### config.mk
export PLATFORM = sky130hd
export DESIGN_NAME = siol_cmp
export DESIGN_NICKNAME = d
export VERILOG_FILES = /design/src/rtl/siol_pkg.sv /design/src/rtl/siol_cmp.sv
export SDC_FILE = /design/constraint.sdc
export NUM_CORES = 1
export LEC_CHECK = 0
export BUFFER_PORTS_ARGS = -buffer_cell sky130_fd_sc_hd__buf_2
export CORE_MARGIN = 1.5
export CORE_UTILIZATION = 50
export DETAILED_ROUTE_END_ITERATION = 6
export PLACE_DENSITY = 0.95
export SYNTH_ARGS = -nofsm -noshare
export SYNTH_HDL_FRONTEND = slang
export SYNTH_SLANG_ARGS = --single-unit
### constraint.sdc
create_clock -name vclk -period 3.58
set_clock_uncertainty 0.2 [all_clocks]
set_input_delay 0.179 -clock vclk [all_inputs]
set_output_delay 0.179 -clock vclk [all_outputs]
set_load 0.02 [all_outputs]
### src/rtl/siol_pkg.sv
// Package for the sorted interval overlap lookup.
// Shared types, codes and defaults; no dependencies.
package siol_pkg;

	localparam int SIOL_TABLE_DEPTH = 1024;
	localparam int REF_W = 15;
	localparam int POS_W = 32;

	typedef enum logic {
		REQ_INSERT = 1'b0,
		REQ_QUERY  = 1'b1
	} req_kind_t;

	typedef enum logic [1:0] {
		STATUS_OK        = 2'd0,
		STATUS_FULL      = 2'd1,
		STATUS_BAD_RANGE = 2'd2,
		STATUS_BAD_REF   = 2'd3
	} status_t;

	// What the bisection is currently looking for
	typedef enum logic [1:0] {
		MODE_INS_POS,
		MODE_SEG_LO,
		MODE_SEG_HI,
		MODE_PROBE
	} search_mode_t;

	typedef enum logic [2:0] {
		ST_IDLE,
		ST_SEARCH_RD,
		ST_SEARCH_EV,
		ST_SHIFT_RD,
		ST_SHIFT_WR,
		ST_PLACE,
		ST_FINISH
	} state_t;

	typedef struct packed {
		logic [REF_W-1:0] ref_num;
		logic [POS_W-1:0] first;
		logic [POS_W-1:0] last;
	} entry_t;

	// Flags from the comparator, key against one stored entry
	typedef struct packed {
		logic ref_lt;
		logic ref_eq;
		logic first_le_start;
		logic end_lt_first;
		logic start_gt_last;
	} cmp_t;

endpackage

### src/rtl/siol_cmp.sv
// Shared comparator: key interval and reference against one table entry.
// Depends on siol_pkg.
module siol_cmp (
	input  logic [siol_pkg::REF_W-1:0] key_ref,
	input  logic [siol_pkg::POS_W-1:0] key_start,
	input  logic [siol_pkg::POS_W-1:0] key_end,
	input  siol_pkg::entry_t           ent,
	output siol_pkg::cmp_t             flags
);
	import siol_pkg::*;

	always_comb begin
		flags.ref_lt         = ent.ref_num < key_ref;
		flags.ref_eq         = ent.ref_num == key_ref;
		flags.first_le_start = ent.first <= key_start;
		flags.end_lt_first   = key_end < ent.first;
		flags.start_gt_last  = key_start > ent.last;
	end

endmodule

==> flow_summary.toml <==
[worst_setup_path]
cp-start-kind = "input pin"
crit_family = "simple AND/OR/NAND/NOR gates"
crit_chain = "buf_2 > inv_1 > ha_1 > nand4_1 > or3_1 > or4_4 > a31oi_1 > o22ai_1 > buf_2"
crit_fanout = 3
cp_common_cell = "buf_2"
path_buf_inv = 3
critPathKind = "in2out"
cp_slowest_cell = "or4_4"
worstPathArrival_ns = 2.15
cpPeakStageDelay_ns = 0.56
cp.required_ns = 3.20
cp-end-kind = "output port"
startpoint = "key_start[30]"

[power]
swShare = 0.5123
pwr-share-comb = 1.000
p_leak_uw = 0.002431
p_seq_frac = 0
power_switching_uw = 198.5
peakVddDrop_mv = 0.06409
power.density_mw_per_mm2 = 106.5
power.share.clock = 0
internal_power_uw = 188.9

[floorplanning]
die_y_um = 76.95
core_mm2 = 0.005205
die_width_um = 76.95
floorplan.die_area_mm2 = 0.005921
ios = 163
initial_core_util = 0.5252
rows = 26

[global_route]
grt_pass1_vias = 3278
grt_max_degree = 5
grt_usage = 0.2542
antenna_found_initial = 0
gr-total-overflow = 0
grt_pass1_wl_mm = 12.78

[yosys]
synth_nets = 653
netlist_top_cells_count = "inv_1, ha_1, a21oi_1"
synthCells = 385
synth_top_area_cell = "ha_1"
synth.area.top_cells = "ha_1, inv_1, a21oi_1, nand4_1, nand2_1"
syn_area_per_cell_um2 = 7.101
syn_area_mm2 = 0.002734
yosysWarnings = 0
ys_seq_area_frac = 0
yosysUniqueCellTypes = 30
synth_most_common_cell = "inv_1"
synth_top_area_frac = 0.5034

[timing]
hold_viol = 0
rsz0062_at_grt = "no"
fmax_ghz = 0.3950
period_needed_ns = 2.532
period_share = 0.7072
worst_slew_pin_slew_ns = 0.3999
whs_ns = 0.6539
maxSlewHeadroom = 0.7265
tns_ns = 0
setup_viol = 0
maxSlewViolCount = 0

[detailed_routing]
ant_nets = 0
wl_per_cell_um = 12.57
drt_wl_total_mm = 7.769
vias = 3246
drc = 0
drt_iter0_markers = 48
via_per_inst = 5.252
drt_first_pass_iters = 4

[status]
status = "finished clean"

[place]
dpl.hpwl_mm = 7.329
post-place-cells = 618
routabilityCongestion = 0.8345
portBuffers = 163

[min_path]
worstHoldStart = "ent[78]"
hold_path.class = "in2out"
hold_depth = 6
worstHoldEndpoint = "flags[4]"

[job]
cap_viol_max_count = 0

[layout]
fin_util = 0.6988
seq_cell_count = 0
diodes = 0
final_cells = 618
synthToLayoutAreaGrowth_pct = 33.04
area.sequential_um2 = 0
multi_input_area_mm2 = 0.002310
nClkBuffers = 0
fin_nets = 818
filler_cell_count = 455
drive_above_1_share = 0.2993

[clock_network]
ctsResizeCount = 0
post-cts-setup-buffers = 0
cts_hold_buf = 0
==> logic make-up after synthesis <==
kind of cell               after synthesis  share of synthesized area
and+or+nand+nor                         77                     0.1469
AOI/OAI and AO/OA                       85                     0.1945
adders and majority gates              110                     0.5034
buffers and inverters                  113                     0.1551
==> power by group through the flow <==
stage	sequential [µW]	combinational, µW	clock (µW)
2_1_floorplan	0	218	0
3_3_place_gp	0	362	0
3_5_place_dp	0	385	0
4_1_cts	0	388	0
5_1_grt	0	444	0
6_report	0	387	0
==> layout make-up <==
| type | count | area share |
|---|---|---|
| inverters | 113 | 0.1166 |
| multi-input cells | 272 | 0.6350 |
| well taps | 70 | 0.02408 |
| repair buffers | 163 | 0.2243 |
==> metal layers <==
layer | GRT usage | share of wire | up-vias
li1 | - | - | 1672
met5 | 0 | 0 | -
met2 | 0.5283 | 0.52 | 126
met1 | 0.2641 | 0.39 | 1436
met3 | 0.03214 | 0.070 | 12
met4 | 0.05185 | 0.021 | 0
==> per-stage QoR <==
stage               instance area (µm²)  total power (µW)  worst slack [ns]
floorplan                          2734             218.3             1.325
global placement                   3637             361.8             1.092
detailed placement                 3637             385.1             1.051
CTS                                3637             387.5             1.047
global route                       3637             444.2            0.9560
finish                             3637             387.4             1.048
==> layout by cell type, fill, tap and decap left out, drive strengths merged, types with 2 or more instances in the layout <==
master  synthesis  final
nand2          25     25
a211oi          3      3
o211ai          2      2
a2111o          2      2
nor2            9      9
a21oi          38     38
a221o           4      4
or4             2      2
nor2b           2      2
and4            5      5
nand2b          2      2
nand3          10     10
nand4          16     16
a221oi          5      5
nor4            2      2
o21ai          14     14
a21o           11     11
buf             0    163
inv           113    113
ha            110    110
==> how the worst max path moves through the flow <==
stage | to | slack [ns] | cells past startpoint
floorplan | flags[2] | 1.33 | 6
global placement | flags[2] | 1.09 | 9
detailed placement | flags[2] | 1.05 | 9
CTS | flags[2] | 1.05 | 9
global route | flags[2] | 0.96 | 9
finish | flags[2] | 1.05 | 9
Note: power is estimated with default switching activity, not from simulation.
